### src/design/fbd_pkg.sv
// ----------------------------------------------------------------------------
// fbd_pkg
// Shared constants, types and helpers of the framebuffer diff pixel emitter.
// ----------------------------------------------------------------------------
package fbd_pkg;

   // frame geometry
   localparam int ROWS          = 64;
   localparam int WORDS_PER_ROW = 4;
   localparam int BITS_PER_WORD = 32;
   localparam int ROWS_PER_PAGE = 8;
   localparam int HALF_COLUMNS  = 64;

   // field widths of the ports
   localparam int ROW_W    = 6;
   localparam int WIDX_W   = 2;
   localparam int COLUMN_W = 6;
   localparam int PAGE_W   = 3;
   localparam int MASK_W   = 8;

   localparam int DEPTH      = ROWS * WORDS_PER_ROW;
   localparam int ADDR_W     = $clog2(DEPTH);
   localparam int LANE_W     = $clog2(BITS_PER_WORD);
   localparam int COL_W      = WIDX_W + LANE_W;
   localparam int SIDE_BIT   = $clog2(HALF_COLUMNS);
   localparam int ROWSEL_W   = $clog2(ROWS_PER_PAGE);

   // scan sequencer states
   localparam int STATE_W = 2;
   localparam logic [STATE_W-1:0] ST_IDLE = 2'd0;
   localparam logic [STATE_W-1:0] ST_READ = 2'd1;
   localparam logic [STATE_W-1:0] ST_EMIT = 2'd2;

   typedef logic [ADDR_W-1:0]        addr_type;
   typedef logic [BITS_PER_WORD-1:0] word_type;

   typedef struct packed {
      logic     rd_en;
      addr_type rd_addr;
      logic     wr_en;
      addr_type wr_addr;
      word_type wr_data;
   } shadow_req_type;

   typedef struct packed {
      logic [STATE_W-1:0] state;
      logic               diff_zero;
   } scan_status_type;

   function automatic addr_type slot_of(logic [ROW_W-1:0] row, logic [WIDX_W-1:0] widx);
      int slot;
      slot = int'(row) * WORDS_PER_ROW + int'(widx);
      return ADDR_W'(slot);
   endfunction

   // index of the lowest set bit, zero when none is set
   function automatic logic [LANE_W-1:0] lowest_set(word_type w);
      logic [LANE_W-1:0] idx;
      idx = '0;
      for (int i = BITS_PER_WORD - 1; i >= 0; i--) begin
         if (w[i]) begin
            idx = LANE_W'(i);
         end
      end
      return idx;
   endfunction

endpackage

### src/design/fbd_scan.sv
// ----------------------------------------------------------------------------
// fbd_scan
// Sequencer: reads the shadow word, writes back the new word, then walks the
// changed bits lowest first, emitting one pixel operation per unstalled cycle.
// ----------------------------------------------------------------------------
module fbd_scan (
   input  logic                              clock,
   input  logic                              reset,
   input  logic                              req_valid,
   output logic                              req_stall,
   input  logic [fbd_pkg::ROW_W-1:0]         req_row,
   input  logic [fbd_pkg::WIDX_W-1:0]        req_word_index,
   input  logic [fbd_pkg::BITS_PER_WORD-1:0] req_pixel_bits,
   output logic                              rsp_valid,
   input  logic                              rsp_stall,
   output logic                              rsp_side,
   output logic [fbd_pkg::COLUMN_W-1:0]      rsp_column,
   output logic [fbd_pkg::PAGE_W-1:0]        rsp_page,
   output logic [fbd_pkg::MASK_W-1:0]        rsp_bit_mask,
   output logic                              rsp_value,
   output logic                              rsp_last,
   output fbd_pkg::shadow_req_type           mem_req,
   input  fbd_pkg::word_type                 mem_rd_data,
   output fbd_pkg::scan_status_type          status
);

   logic [fbd_pkg::STATE_W-1:0] state_ff, state_in;
   logic [fbd_pkg::ROW_W-1:0]   row_ff, row_in;
   logic [fbd_pkg::WIDX_W-1:0]  widx_ff, widx_in;
   fbd_pkg::word_type           fresh_ff, fresh_in;
   fbd_pkg::word_type           diff_ff, diff_in;

   logic                         rsp_valid_ff, rsp_valid_in;
   logic                         rsp_side_ff, rsp_side_in;
   logic [fbd_pkg::COLUMN_W-1:0] rsp_column_ff, rsp_column_in;
   logic [fbd_pkg::PAGE_W-1:0]   rsp_page_ff, rsp_page_in;
   logic [fbd_pkg::MASK_W-1:0]   rsp_bit_mask_ff, rsp_bit_mask_in;
   logic                         rsp_value_ff, rsp_value_in;
   logic                         rsp_last_ff, rsp_last_in;

   logic                      accept;
   logic                      in_range;
   logic                      load_out;
   logic [fbd_pkg::LANE_W-1:0] lane;
   logic [fbd_pkg::COL_W-1:0]  col;
   fbd_pkg::word_type          diff_now;
   fbd_pkg::word_type          rest;

   assign req_stall = (state_ff != fbd_pkg::ST_IDLE);
   assign accept    = req_valid && !req_stall;
   assign in_range  = (int'(req_row) < fbd_pkg::ROWS) &&
                      (int'(req_word_index) < fbd_pkg::WORDS_PER_ROW);

   assign diff_now = fresh_ff ^ mem_rd_data;
   assign lane     = fbd_pkg::lowest_set(diff_ff);
   assign rest     = diff_ff & (diff_ff - fbd_pkg::BITS_PER_WORD'(1));
   assign col      = {widx_ff, lane};
   assign load_out = (state_ff == fbd_pkg::ST_EMIT) && (!rsp_valid_ff || !rsp_stall);

   always_comb begin
      state_in        = state_ff;
      row_in          = row_ff;
      widx_in         = widx_ff;
      fresh_in        = fresh_ff;
      diff_in         = diff_ff;
      mem_req.rd_en   = 1'b0;
      mem_req.rd_addr = fbd_pkg::slot_of(req_row, req_word_index);
      mem_req.wr_en   = 1'b0;
      mem_req.wr_addr = fbd_pkg::slot_of(row_ff, widx_ff);
      mem_req.wr_data = fresh_ff;

      unique case (state_ff)
         fbd_pkg::ST_IDLE: begin
            // out-of-range items are dropped without touching the shadow
            if (accept && in_range) begin
               mem_req.rd_en = 1'b1;
               row_in        = req_row;
               widx_in       = req_word_index;
               fresh_in      = req_pixel_bits;
               state_in      = fbd_pkg::ST_READ;
            end
         end
         fbd_pkg::ST_READ: begin
            mem_req.wr_en = 1'b1;
            diff_in       = diff_now;
            state_in      = (diff_now == '0) ? fbd_pkg::ST_IDLE : fbd_pkg::ST_EMIT;
         end
         fbd_pkg::ST_EMIT: begin
            if (load_out) begin
               diff_in = rest;
               if (rest == '0) begin
                  state_in = fbd_pkg::ST_IDLE;
               end
            end
         end
         default: begin
            state_in = fbd_pkg::ST_IDLE;
         end
      endcase
   end

   // output register, refilled in the emit state whenever it is empty or being transferred
   always_comb begin
      rsp_valid_in    = rsp_valid_ff && rsp_stall;
      rsp_side_in     = rsp_side_ff;
      rsp_column_in   = rsp_column_ff;
      rsp_page_in     = rsp_page_ff;
      rsp_bit_mask_in = rsp_bit_mask_ff;
      rsp_value_in    = rsp_value_ff;
      rsp_last_in     = rsp_last_ff;
      if (load_out) begin
         rsp_valid_in    = 1'b1;
         rsp_side_in     = col[fbd_pkg::SIDE_BIT];
         rsp_column_in   = col[fbd_pkg::COLUMN_W-1:0];
         rsp_page_in     = row_ff[fbd_pkg::ROWSEL_W +: fbd_pkg::PAGE_W];
         rsp_bit_mask_in = fbd_pkg::MASK_W'(1) << row_ff[fbd_pkg::ROWSEL_W-1:0];
         rsp_value_in    = fresh_ff[lane];
         rsp_last_in     = (rest == '0);
      end
   end

   always_ff @(posedge clock) begin
      if (reset) begin
         state_ff     <= fbd_pkg::ST_IDLE;
         rsp_valid_ff <= 1'b0;
      end else begin
         state_ff     <= state_in;
         rsp_valid_ff <= rsp_valid_in;
      end
   end

   always_ff @(posedge clock) begin
      row_ff          <= row_in;
      widx_ff         <= widx_in;
      fresh_ff        <= fresh_in;
      diff_ff         <= diff_in;
      rsp_side_ff     <= rsp_side_in;
      rsp_column_ff   <= rsp_column_in;
      rsp_page_ff     <= rsp_page_in;
      rsp_bit_mask_ff <= rsp_bit_mask_in;
      rsp_value_ff    <= rsp_value_in;
      rsp_last_ff     <= rsp_last_in;
   end

   assign rsp_valid    = rsp_valid_ff;
   assign rsp_side     = rsp_side_ff;
   assign rsp_column   = rsp_column_ff;
   assign rsp_page     = rsp_page_ff;
   assign rsp_bit_mask = rsp_bit_mask_ff;
   assign rsp_value    = rsp_value_ff;
   assign rsp_last     = rsp_last_ff;

   assign status.state     = state_ff;
   assign status.diff_zero = (diff_ff == '0);

endmodule

### config.mk
export PLATFORM = sky130hd
export DESIGN_NAME = fbd_scan
export DESIGN_NICKNAME = d
export VERILOG_FILES = /design/src/design/fbd_pkg.sv /design/src/design/fbd_scan.sv
export SDC_FILE = /design/constraint.sdc
export NUM_CORES = 1
export LEC_CHECK = 0
export ABC_AREA = 1
export ABC_CLOCK_PERIOD_IN_PS = 3850
export BUFFER_PORTS_ARGS = -buffer_cell sky130_fd_sc_hd__buf_4
export CAP_MARGIN = 20
export CELL_PAD_IN_SITES_DETAIL_PLACEMENT = 2
export CELL_PAD_IN_SITES_GLOBAL_PLACEMENT = 2
export CORE_MARGIN = 2
export CORE_UTILIZATION = 31
export DETAILED_ROUTE_END_ITERATION = 8
export GPL_ROUTABILITY_DRIVEN = 1
export PLACE_DENSITY_LB_ADDON = 0.1
export SLEW_MARGIN = 40
export SYNTH_ARGS = -nofsm -noshare
export SYNTH_HDL_FRONTEND = slang
export SYNTH_SLANG_ARGS = --single-unit
### constraint.sdc
create_clock -name clock -period 3.85 [get_ports clock]
set_input_delay 0 -clock clock [delete_from_list [all_inputs] [get_ports clock]]
set_output_delay 0 -clock clock [all_outputs]
set_load 0.02 [all_outputs]
* Yosys cells after proc, flatten, opt, wreduce, memory -nomap -nowiden
Index checks and enable logic that the tools add are counted.
Operators by class: add/sub/neg operators 3, magnitude comparators 1, eq/ne operators 5, shifts and indexed selects 1, muxes and demuxes 45, bitwise gates (word level) 2, reduce and logical (&&, ||, !) cells 16
Operator list (count):
- two-way mux 5 bit | 32
- zero test 32 bit | 3
- one-hot mux 32 bit (2 select lines) | 1
- bitwise AND 32 bit | 1
- two-way mux 32 bit | 1
- subtractor 32 x 1 -> 32 bit (second input constant) | 1
- XOR 32 bit | 1
- adder 8 x 2 -> 8 bit | 2
- two-way mux 2 bit | 4
- << shifter 1 x 3 -> 8 bit (first input constant) | 1
- < comparator 5 x 6 -> 1 bit (second input constant) | 1
- one-hot mux 2 bit (3 select lines) | 1
- binary-select mux 1 bit (select 5 bit) | 1
- two-way mux 1 bit | 5
- inequality test 2 bit (second input constant) | 2
- AND reduction 2 bit | 2
- nonzero test 2 bit | 2
- logical AND 1 bit | 3
- zero test 1 bit | 3
- AND reduction 3 bit | 1
- == test 2 x 1 -> 1 bit (second input constant) | 1
- == test 2 bit (second input constant) | 1
- zero test 2 bit | 1
- inequality test 2 x 1 -> 1 bit (second input constant) | 1
- logical OR 1 bit | 1
Word-level totals: bits in registers 95, input bits 76, output and inout port bits 75, word-level logic and storage cells 85

* Logic depth before layout (Yosys ltp)
Gate-level depths: netlist (run 1).
word-level depth 34, gate-level depth with buffers 40, depth with buffers taken out 39

* Least setup slack after synthesis (run 1)
No wires, ideal clock.
path kind reg-to-reg, start reg state_ff[0] (netlist bit), end reg fresh_ff[0] (enable), setup time 0.450 ns, arrival time 2.607 ns, data required time 3.400 ns, setup slack 0.793 ns, cell stages (with the launch flop) 4, path buffers 0, period minus slack after synthesis 3.057 ns, cell sequence dfxtp_1 inv_1 nand2_1 nor2_1
On the way: longest elaborated chain between the ends 4, elaborated cells between the ends (all ways) 5, those cells by class reduce/logical (5)
RTL lines:
- start: declaration | line fbd_scan.sv:27 | logic [fbd_pkg::STATE_W-1:0] state_ff, state_in;
- start signal: assignment | line fbd_scan.sv:124 | state_ff <= fbd_pkg::ST_IDLE;
- start signal: assignment | line fbd_scan.sv:127 | state_ff <= state_in;
- nonzero test 2 bit | line fbd_scan.sv:49 | assign req_stall = (state_ff != fbd_pkg::ST_IDLE);
- named net req_stall | line fbd_scan.sv:10 | output logic req_stall,
- zero test 1 bit | line fbd_scan.sv:50 | assign accept = req_valid && !req_stall;
- logical AND 1 bit | line fbd_scan.sv:50
- AND reduction 2 bit (no line)
- end signal: assignment | line fbd_scan.sv:135 | fresh_ff <= fresh_in;
- end: declaration | line fbd_scan.sv:30 | fbd_pkg::word_type fresh_ff, fresh_in;
The timed path passes the listed nets, and every way through them passes these cells. A chain may end at the register's enable or synchronous reset.

* Final worst setup path (run 1)
start reg diff_ff[31], end reg rsp_value_ff (netlist: rsp_value), data pin
On the way: longest elaborated chain between the ends 34
RTL lines:
- start: declaration | line fbd_scan.sv:31 | fbd_pkg::word_type diff_ff, diff_in;
- start signal: assignment | line fbd_scan.sv:136 | diff_ff <= diff_in;
- two-way mux 5 bit (32 in a row) | line fbd_pkg.sv:61 | if (w[i]) begin
- binary-select mux 1 bit (select 5 bit) | line fbd_scan.sv:117 | rsp_value_in = fresh_ff[lane];
- two-way mux 1 bit (implied by the code) | line fbd_scan.sv:117
- end signal: assignment | line fbd_scan.sv:141 | rsp_value_ff <= rsp_value_in;
- end: declaration | line fbd_scan.sv:38 | logic rsp_value_ff, rsp_value_in;
Every way passes these cells. The select of a mux whose other input is x is not followed.

==> results of run 1 <==
[metal layers]
| metal | wire length, µm | track usage [%] | vias to the layer above |
|---|---|---|---|
| li1 | - | - | 2173 |
| met1 | 8610 | 28.7 | 2215 |
| met2 | 9660 | 40.6 | 108 |
| met3 | 850 | 4.75 | 19 |
| met4 | 297 | 6.16 | 0 |
| met5 | 0 | 0 | - |
[what timing repair did]
action | CTS | global route
endpoints found under the hold margin | 43 | 0
hold buffers | 43 | 0
setup buffers | 0 | 0
[critical path, delay by kind of cell, from the launching register on]
family	cells	cell delay, ns
flip-flops	1	0.42
AND/OR/NAND/NOR	38	2.55
[final timing paths]
path,endpoint,cells past startpoint
max,rsp_value,38
min,diff_ff[8],3
max reg2reg,rsp_value,38
min reg2reg,rsp_side,0
[final cells by class]
type,count,share of cell area (%)
flip-flops and latches,95,39.7
repair buffers,199,22.9
multi-input cells,335,24.4
clock buffers,10,3.22
well taps,216,3.80
inverters,96,5.06
clock inverters,6,0.984
[logic make-up after synthesis]
kind of cell / count (synthesis) / share of synthesized area [%]
AO/OA/AOI/OAI: 56 / 5.94
buffers and inverters: 113 / 9.36
flip-flops: 95 / 56.3
multiplexers: 1 / 0.200
AND/OR/NAND/NOR: 246 / 22.6
XOR/XNOR: 32 / 5.59
[power by group]
| group | total (mW) | internal, mW | switching [mW] |
|---|---|---|---|
| Clock | 0.934 | 0.510 | 0.424 |
| Combinational | 0.634 | 0.249 | 0.384 |
| Sequential | 1.31 | 1.25 | 0.0696 |
[through the flow]
| stage | util (%) | std cells | hold slack [ns] | setup WS [ns] |
|---|---|---|---|---|
| after floorplan | - | 543 | 0.0691 | 0.793 |
| after global placement | 40.1 | 896 | 0.178 | 0.689 |
| after detailed placement | 40.3 | 898 | 0.179 | 0.632 |
| after CTS | 45.0 | 957 | 0.0571 | 0.590 |
| after global routing | 45.0 | 957 | 0.0731 | 0.0602 |
| final | 45.0 | 957 | 0.0561 | 0.629 |
[registers in the layout, summed over array words and instances (netlist names), 2 cells and up]
signal        count
row_ff            6
rsp_page          3
rsp_bit_mask      8
diff_ff          32
widx_ff           2
state_ff          2
rsp_column        6
fresh_ff         32
[Yosys cell counts]
cell	n	area, µm²
inv_1	87	327
nor4_1	4	25.0
nand2_1	109	409
buf_4	8	60.1
nand2_4	2	22.5
clkinv_1	1	3.75
nand2_2	1	6.26
a31oi_1	3	18.8
mux2i_1	1	10.0
a21oi_2	1	8.76
dfxtp_1	3	60.1
nor3_1	15	75.1
o41ai_1	1	8.76
nand4_1	5	31.3
nor4_2	1	12.5
or3_1	1	6.26
nand3_1	46	230
xor2_1	20	175
nand3b_1	10	75.1
inv_2	8	30.0
a2111oi_0	1	8.76
a21oi_1	16	80.1
edfxtp_1	92	2760
nor2_2	5	31.3
o211ai_1	1	7.51
o21ai_0	33	165
nor2_1	43	161
nor2_4	2	22.5
clkbuf_1	7	26.3
buf_6	2	22.5
nor2_8	1	20.0
or2_2	1	6.26
xnor2_1	12	105
[placed cells by master, fill, tap and decap left out, types with 10 or more instances in the layout]
cell,n
xor2_1,20
a21oi_1,15
dlygate4sd3_1,43
nand3b_1,10
nand3_1,46
edfxtp_1,92
nor2_1,42
nor3_1,15
xnor2_1,12
inv_1,87
nand2_1,109
o21ai_0,33
buf_4,154
==> insert_results.sql, run 1 <==
INSERT INTO impl_metrics (metric_group, metric, value, unit) VALUES
('place', 'portBuffers', '150', ''),
('timing', 'finalSetupViolations', '0', ''),
('setup_path', 'startpoint', 'diff_ff[31]', ''),
('setup_path', 'timing.critical_path.slowest_stage_cell', 'edfxtp_1', ''),
('die', 'ioPinCount', '151', ''),
('timing', 'number_of_slew_limit_violations_in_the_final_report', '0', ''),
('setup_path', 'worstPathArrival', '3.33', 'ns'),
('global_routing', 'antenna_found_initial', '0', ''),
('cells_and_area', 'count_of_nets_after_finishing', '812', ''),
('timing', 'clock-skew-final', '0.0122', 'ns'),
('global_routing', 'wire_length_of_the_first_global_routing_pass', '30500', 'µm'),
('logic_synthesis', 'ys_ff_latch', '95', ''),
('cells_and_area', 'multi_input_combinational_cell_area', '1740', 'µm²'),
('timing', 'timing.setup.tns', '0', 'ns'),
('detailed_routing', 'wl_per_cell', '20.3', 'µm'),
('setup_path', 'cell_occurring_most_often_along_the_worst_timing_path', 'nand2_1', ''),
('setup_path', 'worstSetupEndpointType', 'flop', ''),
('detailed_routing', 'drtAntennaViolNets', '0', ''),
('die', 'die_height', '131', 'µm'),
('clocking', 'number_of_buffers_created_by_cts', '9', ''),
('timing', 'post-route-period-util', '83.7', '%'),
('logic_synthesis', 'synth.yosys.warnings', '0', ''),
('detailed_routing', 'wirelength', '19400', 'µm'),
('logic_synthesis', 'sequential_fraction_of_the_synthesis_area', '56.3', '%'),
('cells_and_area', 'layout.filler_cells', '1705', ''),
('timing', 'rsz0062_at_grt', 'no', ''),
('detailed_routing', 'dr.first_iter.drc_count', '187', ''),
('setup_path', 'criticalPathCategory', 'reg -> reg', ''),
('timing', 'max_freq', '310', 'MHz'),
('logic_synthesis', 'synthesized_area_per_cell', '9.24', 'µm²'),
('detailed_routing', 'drc', '0', ''),
('clocking', 'htree_num_levels', '3', ''),
('run_status', 'outcome', 'complete, no violations', ''),
('global_routing', 'grt-ovfl-total', '0', ''),
('clocking', 'cts_root_buf', 'clkbuf_16', ''),
('cells_and_area', 'seqCellArea', '2820', 'µm²'),
('logic_synthesis', 'netlist-cell-type-count', '33', ''),
('die', 'start_util', '31.7', '%'),
('clocking', 'worstSkewPairLatency', '0.36', 'ns'),
('timing', 'max_slew_margin', '52.5', '%'),
('setup_path', 'regToRegSetupSlack', '0.63', 'ns'),
('detailed_routing', 'dr_total_vias', '4515', ''),
('die', 'num_rows', '46', ''),
('timing', 'tightest_slew', '0.712', 'ns'),
('die', 'floorplan.die_area', '17200', 'µm²'),
('timing', 'timing.final.hold_violations', '0', ''),
('job', 'cap_viol_max_count', '0', ''),
('place', 'placedInstanceArea', '6390', 'µm²'),
('clocking', 'cts_resized', '0', ''),
('worst_hold_path', 'worst_hold_path_type', 'in -> reg', ''),
('cells_and_area', 'antenna_cells', '0', ''),
('pwr', 'finalPower', '2.88', 'mW'),
('setup_path', 'crit-reg2reg-launch', 'diff_ff[31]', ''),
('pwr', 'p_leak', '3.11', 'nW'),
('die', 'core_area', '15800', 'µm²'),
('place', 'hpwl', '13800', 'µm'),
('detailed_routing', 'detail_route.vias_per_cell', '4.72', ''),
('setup_path', 'critical-path-max-stage-delay', '0.42', 'ns'),
('global_routing', 'grt_pass1_vias', '5227', ''),
('logic_synthesis', 'syn_nets', '619', ''),
('setup_path', 'crit_path_max_fanout', '17', ''),
('clocking', 'worst_setup_hold_path_clk_slew', '0.07', 'ns'),
('logic_synthesis', 'synthesis.area', '5010', 'µm²'),
('worst_hold_path', 'holdCritStartpoint', 'mem_rd_data[8]', ''),
('clocking', 'tritoncts', 'yes', ''),
('global_routing', 'track_usage', '23.0', '%'),
('cells_and_area', 'area_growth', '41.9', '%'),
('clocking', 'clock_tree.buffer_depth', '2', ''),
('pwr', 'p_per_area', '405', 'nW/µm²'),
('logic_synthesis', 'synthesis.instances', '543', ''),
('detailed_routing', 'drt_pre_antenna_iters', '4', ''),
('place', 'gp_routability_congestion', '0.839', ''),
('cells_and_area', 'layout-drive-gt1-share', '26.2', '%'),
('pwr', 'highest_ir_drop_seen_on_vdd', '0.000311', 'V'),
('setup_path', 'critical_path.startpoint_type', 'flop', ''),
('die', 'floorplan.die.width', '131', 'µm'),
('cells_and_area', 'design_area', '7120', 'µm²'),
('global_routing', 'grt_start_max_net_pins', '34', ''),
('setup_path', 'required', '3.96', 'ns'),
('clocking', 'numClockSinks', '95', ''),
('timing', 'min_period', '3.22', 'ns');
(Power assumes the default switching activity.)
==> run 2: changes to the inputs <==
- ABC_CLOCK_PERIOD_IN_PS: 3850 -> 3100
- clock period: 3.85 -> 3.1 ns (I/O delays scaled with it)
==> run 2 against run 1 <==
  * The flow now finishes with violations (setup timing)
  * Highest routed layer unchanged
  * Global-route usage is essentially flat
  * Count of clock-buffer cells in the layout is 1 lower
  * Core utilization rose by 1.2 points
==> insert_results.sql, run 2 (synthesis results as in run 1) <==
INSERT INTO impl_metrics (metric_group, metric, value, unit) VALUES
('run_status', 'outcome', 'finished, violations left', ''),
('run_status', 'violations', 'setup timing', ''),
('setup_path', 'critical-path-max-stage-delay', '0.44', 'ns'),
('cells_and_area', 'antenna_cells', '0', ''),
('pwr', 'highest_ir_drop_seen_on_vdd', '0.000338', 'V'),
('global_routing', 'wire_length_of_the_first_global_routing_pass', '30500', 'µm'),
('setup_path', 'required', '3.21', 'ns'),
('detailed_routing', 'wirelength', '20400', 'µm'),
('job', 'cap_viol_max_count', '0', ''),
('setup_path', 'critical_path.startpoint_type', 'flop', ''),
('timing', 'max_freq', '309', 'MHz'),
('die', 'start_util', '31.7', '%'),
('timing', 'min_period', '3.24', 'ns'),
('place', 'portBuffers', '150', ''),
('setup_path', 'worstPathArrival', '3.34', 'ns'),
('clocking', 'htree_num_levels', '3', ''),
('detailed_routing', 'drtAntennaViolNets', '0', ''),
('clocking', 'number_of_buffers_created_by_cts', '9', ''),
('detailed_routing', 'detail_route.vias_per_cell', '4.84', ''),
('die', 'num_rows', '46', ''),
('global_routing', 'grt-ovfl-total', '0', ''),
('cells_and_area', 'count_of_nets_after_finishing', '828', ''),
('timing', 'clock-skew-final', '0.0142', 'ns'),
('timing', 'finalSetupViolations', '1', ''),
('detailed_routing', 'wl_per_cell', '21.0', 'µm'),
('global_routing', 'grt_use_met3', '4.21', '%'),
('global_routing', 'antenna_found_initial', '0', ''),
('worst_hold_path', 'holdCritStartpoint', 'req_valid', ''),
('die', 'core_area', '15800', 'µm²'),
('setup_path', 'cell_occurring_most_often_along_the_worst_timing_path', 'nand2_1', ''),
('timing', 'timing.setup.tns', '-0.137', 'ns'),
('place', 'gp_routability_congestion', '0.835', ''),
('global_routing', 'grt_pass1_vias', '5287', ''),
('timing', 'number_of_slew_limit_violations_in_the_final_report', '0', ''),
('global_routing', 'track_usage', '23.0', '%'),
('clocking', 'tritoncts', 'yes', ''),
('die', 'floorplan.die.width', '131', 'µm'),
('cells_and_area', 'area_growth', '45.6', '%'),
('die', 'ioPinCount', '151', ''),
('global_routing', 'globalRouteMet1Util', '28.3', '%'),
('timing', 'post-route-period-util', '104', '%'),
('timing', 'timing.final.hold_violations', '0', ''),
('die', 'floorplan.die_area', '17200', 'µm²'),
('cells_and_area', 'layout.cells.most_common', 'buf_4', ''),
('global_routing', 'gr-usage-met2', '41.6', '%'),
('pwr', 'p_leak', '3.21', 'nW'),
('timing', 'max_slew_margin', '62.3', '%'),
('setup_path', 'crit-reg2reg-launch', 'diff_ff[30]', ''),
('global_routing', 'grt_most_used_layer', 'met2', ''),
('place', 'placedInstanceArea', '6420', 'µm²'),
('timing', 'fin_worst_hold_slack', '0.0504', 'ns'),
('die', 'die_height', '131', 'µm'),
('setup_path', 'timing.critical_path.slowest_stage_cell', 'edfxtp_1', ''),
('cells_and_area', 'final_cell_mix', 'buf_4 (170), nand2_1 (105), edfxtp_1 (92)', ''),
('setup_path', 'startpoint', 'diff_ff[30]', ''),
('detailed_routing', 'drt_pre_antenna_iters', '5', ''),
('detailed_routing', 'dr_total_vias', '4712', ''),
('place', 'post-place-ws', '-0.0668', 'ns'),
('timing', 'rsz0062_at_grt', 'yes', ''),
('cells_and_area', 'design_area', '7300', 'µm²'),
('setup_path', 'crit_path_max_fanout', '8', ''),
('timing', 'layout_setup_ws', '-0.137', 'ns'),
('worst_hold_path', 'worst_hold_path_type', 'in -> reg', ''),
('pwr', 'p_per_area', '491', 'nW/µm²'),
('global_routing', 'grt_start_max_net_pins', '42', ''),
('clocking', 'numClockSinks', '95', ''),
('clocking', 'cts_root_buf', 'clkbuf_16', ''),
('clocking', 'clock_tree.buffer_depth', '2', ''),
('clocking', 'worst_setup_hold_path_clk_slew', '0.07', 'ns'),
('detailed_routing', 'dr.first_iter.drc_count', '213', ''),
('setup_path', 'worstSetupEndpointType', 'flop', ''),
('place', 'hpwl', '13900', 'µm'),
('timing', 'tightest_slew', '0.566', 'ns'),
('setup_path', 'criticalPathCategory', 'reg -> reg', ''),
('detailed_routing', 'drc', '0', ''),
('clocking', 'worstSkewPairLatency', '0.36', 'ns'),
('cells_and_area', 'layout-drive-gt1-share', '29.7', '%');
-- run 2: cell count changes in the layout (fill, tap and decap cells not counted), sizes merged --
cell | previous run | this run
dlygate4sd3 | 43 | 42
inv | 96 | 97
bufinv | 1 | 0
buf | 156 | 173
clkbuf | 10 | 9
clkinv | 4 | 5
-- run 2: power breakdown --
group / switching (mW) / internal, mW
registers: 0.0862 / 1.55
clock network: 0.546 / 0.556
logic: 0.512 / 0.341
total: 1.14 / 2.44
-- run 2: final cells by class --
cell class              instances  area, µm²
fillers                      1686       8520
flip-flops and latches         95       2820
multi-input cells             335       1820
repair buffers                215       1740
inverters                      96        360
well taps                     216        270
clock buffers                   9        225
clock inverters                 7       57.6
-- run 2: routing by layer --
layer | wire length, µm | share of wire (%)
met5 | 0 | 0
met1 | 8730 | 43
met4 | 269 | 1.3
met3 | 915 | 4.5
met2 | 10500 | 51
-- run 2: what timing repair did --
item / in CTS / in global routing
gates resized for setup: 2 / 21
buffers inserted: 0 / 9
endpoints found under the setup margin: 2 / 3
hold endpoints to repair: 43 / 0
hold buffers: 42 / 0
pin swaps: 0 / 18
-- run 2: path summary, 6_finish.rpt --
path	slack, ns	depth (start not counted)	to
min	0.05	3	state_ff[0]
max	-0.14	39	rsp_value
min reg2reg	0.47	0	rsp_side
max reg2reg	-0.14	39	rsp_value
-- run 2: per-stage QoR --
stage	power, mW	cells	utilization (%)
floorplan	2.05	543	-
global placement	2.36	906	40.6
detailed placement	2.39	906	40.6
CTS	3.52	964	45.1
global route	3.73	973	46.1
finish	3.59	973	46.1
-- run 2: critical path, delay by kind of cell (launching register included) --
kind          cells  cell delay, ns
simple gates     37            2.32
flops             1            0.44
buf+inv           2            0.24
==> run 3: changes to the inputs <==
- ABC_AREA: 1 -> default
- CORE_UTILIZATION: 31 -> 33
==> run 3 against run 2 <==
  * The run now ends clean
  * Setup slack improved by 0.30 ns
  * Combinational power is 12% lower
  * Synthesized cell count is 20% lower
  * Via count down 6.5%
  * Cell count is 16% lower
  * Count of clock-buffer cells in the layout increased by 1
  * Clock power up 9%
  * First-iteration DRC count shrank 1.9%
  * Die area decreased by 4.6%
  * Critical path depth down 29
==> insert_results.sql, run 3 <==
INSERT INTO impl_metrics (metric_group, metric, value, unit) VALUES
('worst_hold_path', 'worst_hold_path_type', 'in -> reg', ''),
('detailed_routing', 'wirelength', '20100', 'µm'),
('run_status', 'outcome', 'complete, no violations', ''),
('place', 'hpwl', '13700', 'µm'),
('logic_synthesis', 'synthesis.instances', '437', ''),
('place', 'post-place-ws', '0.186', 'ns'),
('pwr', 'p_leak', '2.80', 'nW'),
('detailed_routing', 'dr_total_vias', '4405', ''),
('global_routing', 'grt_pass1_vias', '4932', ''),
('clocking', 'cts_root_buf', 'clkbuf_16', ''),
('cells_and_area', 'layout.core_utilization', '47.3', '%'),
('detailed_routing', 'drtAntennaViolNets', '0', ''),
('timing', 'timing.final.hold_violations', '0', ''),
('cells_and_area', 'layout.filler_cells', '1492', ''),
('pwr', 'highest_ir_drop_seen_on_vdd', '0.000330', 'V'),
('timing', 'max_slew_margin', '59.8', '%'),
('cells_and_area', 'count_of_nets_after_finishing', '704', ''),
('global_routing', 'track_usage', '24.9', '%'),
('die', 'ioPinCount', '151', ''),
('clocking', 'number_of_buffers_created_by_cts', '9', ''),
('clocking', 'worst_setup_hold_path_clk_slew', '0.07', 'ns'),
('clocking', 'htree_num_levels', '3', ''),
('pwr', 'p_per_area', '508', 'nW/µm²'),
('pwr', 'cell_internal_pwr', '2.58', 'mW'),
('logic_synthesis', 'syn_nets', '513', ''),
('logic_synthesis', 'synthesis.area', '5080', 'µm²'),
('logic_synthesis', 'synth_most_common_cell', 'edfxtp_1', ''),
('pwr', 'switchingPower', '1.07', 'mW'),
('detailed_routing', 'detail_route.vias_per_cell', '5.37', ''),
('cells_and_area', 'final_cell_mix', 'buf_4 (163), edfxtp_1 (92), a21oi_1 (46)', ''),
('global_routing', 'grt_start_max_net_pins', '42', ''),
('setup_path', 'critical_path.startpoint_type', 'flop', ''),
('cells_and_area', 'antenna_cells', '0', ''),
('die', 'floorplan.die_area', '16400', 'µm²'),
('timing', 'post-route-period-util', '94.7', '%'),
('detailed_routing', 'wl_per_cell', '24.5', 'µm'),
('place', 'portBuffers', '150', ''),
('timing', 'min_period', '2.93', 'ns'),
('timing', 'finalSetupViolations', '0', ''),
('die', 'num_rows', '45', ''),
('setup_path', 'worstPathArrival', '3.02', 'ns'),
('cells_and_area', 'layoutNonFillerInstCount', '820', ''),
('setup_path', 'criticalPathCategory', 'reg -> reg', ''),
('logic_synthesis', 'ys_async_sr_fraction', '0', '%'),
('clocking', 'numClockSinks', '95', ''),
('timing', 'timing.setup.tns', '0', 'ns'),
('logic_synthesis', 'synthesized_area_per_cell', '11.6', 'µm²'),
('cells_and_area', 'layout.cells.most_common', 'buf_4', ''),
('detailed_routing', 'drt_pre_antenna_iters', '4', ''),
('timing', 'layout_setup_ws', '0.166', 'ns'),
('clocking', 'tritoncts', 'yes', ''),
('place', 'gp_routability_congestion', '0.834', ''),
('timing', 'tightest_slew', '0.600', 'ns'),
('pwr', 'p_clk_share', '32.9', '%'),
('timing', 'number_of_slew_limit_violations_in_the_final_report', '0', ''),
('cells_and_area', 'layout-drive-gt1-share', '33.2', '%'),
('clocking', 'clock_tree.buffer_depth', '2', ''),
('pwr', 'power.switching_fraction', '29.2', '%'),
('global_routing', 'antenna_found_initial', '0', ''),
('timing', 'fin_worst_hold_slack', '0.0536', 'ns'),
('die', 'core_area', '15100', 'µm²'),
('die', 'die_height', '128', 'µm'),
('die', 'start_util', '33.6', '%'),
('logic_synthesis', 'ys_top_cells_by_area', 'edfxtp_1 (54%), mux2i_1 (4.9%), a21oi_1 (4.6%), xnor2_1 (3.4%), nor2_1 (2.9%)', ''),
('logic_synthesis', 'synth_top_area_cell', 'edfxtp_1', ''),
('setup_path', 'crit_path_max_fanout', '10', ''),
('logic_synthesis', 'sequential_fraction_of_the_synthesis_area', '55.5', '%'),
('detailed_routing', 'drc', '0', ''),
('setup_path', 'required', '3.19', 'ns'),
('pwr', 'p_seq_share', '46.4', '%'),
('pwr', 'combinationalPowerShare', '20.6', '%'),
('detailed_routing', 'dr.first_iter.drc_count', '209', ''),
('logic_synthesis', 'synth_largest_type_area_fraction', '54.3', '%'),
('logic_synthesis', 'ys_ff_latch', '95', ''),
('logic_synthesis', 'synth.yosys.warnings', '0', ''),
('logic_synthesis', 'synth_commonest_cells', 'edfxtp_1 (92), a21oi_1 (47), nor2_1 (39)', ''),
('logic_synthesis', 'netlist-cell-type-count', '72', ''),
('clocking', 'worstSkewPairLatency', '0.34', 'ns'),
('timing', 'max_freq', '341', 'MHz'),
('setup_path', 'worstSetupEndpointType', 'flop', ''),
('logic_synthesis', 'synth-edff-count', '92', ''),
('job', 'cap_viol_max_count', '0', ''),
('timing', 'clock-skew-final', '0.0138', 'ns'),
('global_routing', 'grt-ovfl-total', '0', ''),
('logic_synthesis', 'synth_flop_type', 'edfxtp_1', ''),
('cells_and_area', 'area_growth', '41.0', '%'),
('place', 'placed_cells_incl_taps', '759', ''),
('timing', 'rsz0062_at_grt', 'no', ''),
('die', 'floorplan.die.width', '128', 'µm'),
('global_routing', 'wire_length_of_the_first_global_routing_pass', '30500', 'µm');
## run 3: cell count changes after synthesis, moves of 9 or more
cell	change
a21oi_1	+31
inv_1	-75
mux2i_1	+24
nand2_1	-88
nand2b_1	+9
nand3_1	-42
nand3b_1	-10
## run 3: per-stage QoR
stage          area [µm²]  total power, mW
2_1_floorplan        5090             2.06
3_3_place_gp         6380             2.37
3_5_place_dp         6380             2.39
4_1_cts              7130             3.63
5_1_grt              7170             3.77
6_report             7170             3.64
## run 3: worst paths after layout
check / from / end / slack [ns] / cells past startpoint
setup / recovery: diff_ff[24] / rsp_value / 0.17 / 10
hold / removal: mem_rd_data[30] / diff_ff[30] / 0.05 / 3
setup reg to reg: diff_ff[24] / rsp_value / 0.17 / 10
hold reg to reg: row_ff[5] / rsp_page[2] / 0.48 / 0
## run 3: power by group through the flow
stage               logic [mW]  registers (mW)  clock network [mW]
finish                   0.752            1.69                1.20
global route             0.807            1.71                1.26
CTS                      0.729            1.69                1.22
detailed placement       0.679            1.72                   0
global placement         0.664            1.71                   0
floorplan                0.351            1.71                   0
## run 3: repair_timing
item,in CTS,in global routing
endpoints found under the hold margin,43,0
setup buffers,0,3
gates resized for setup,0,2
setup endpoints to repair,0,1
hold buffers,43,0
## run 3: logic make-up after synthesis
family	after synthesis	synth area share, %
adders and majority gates	1	0.197
xor gates and xnor gates	32	5.51
buffers and inverters	38	3.81
DFF	95	55.5
and+or+nand+nor	130	15.0
AOI/OAI and AO/OA	115	14.8
muxes	26	5.14
## run 3: area by class of cell
class	count	area, µm²	share of cell area, %
sequential	95	2820	39.4
multi-input combinational	304	2100	29.3
timing repair buffer	206	1650	23.1
tap	188	235	3.28
clock buffer	10	229	3.19
clock inverter	5	81.3	1.13
inverter	12	45.0	0.628
## run 3: worst max-delay path, cell delays in order, from the launching register on
cell	delay (ns)
edfxtp_1	0.57
nor3_1	0.21
o21ai_0	0.14
a31o_2	0.25
a31oi_1	0.23
o221ai_1	0.23
buf_4	0.23
and3_1	0.20
a311o_1	0.32
a31oi_1	0.20
a2bb2oi_1	0.10
## run 3: metal layers
layer  GRT usage [%]  wire length (µm)  share of wire, %
met5               0                 0                 0
met4            7.56               403               2.0
met3            5.51              1090               5.4
met2            42.3              9960                50
met1            31.8              8620                43
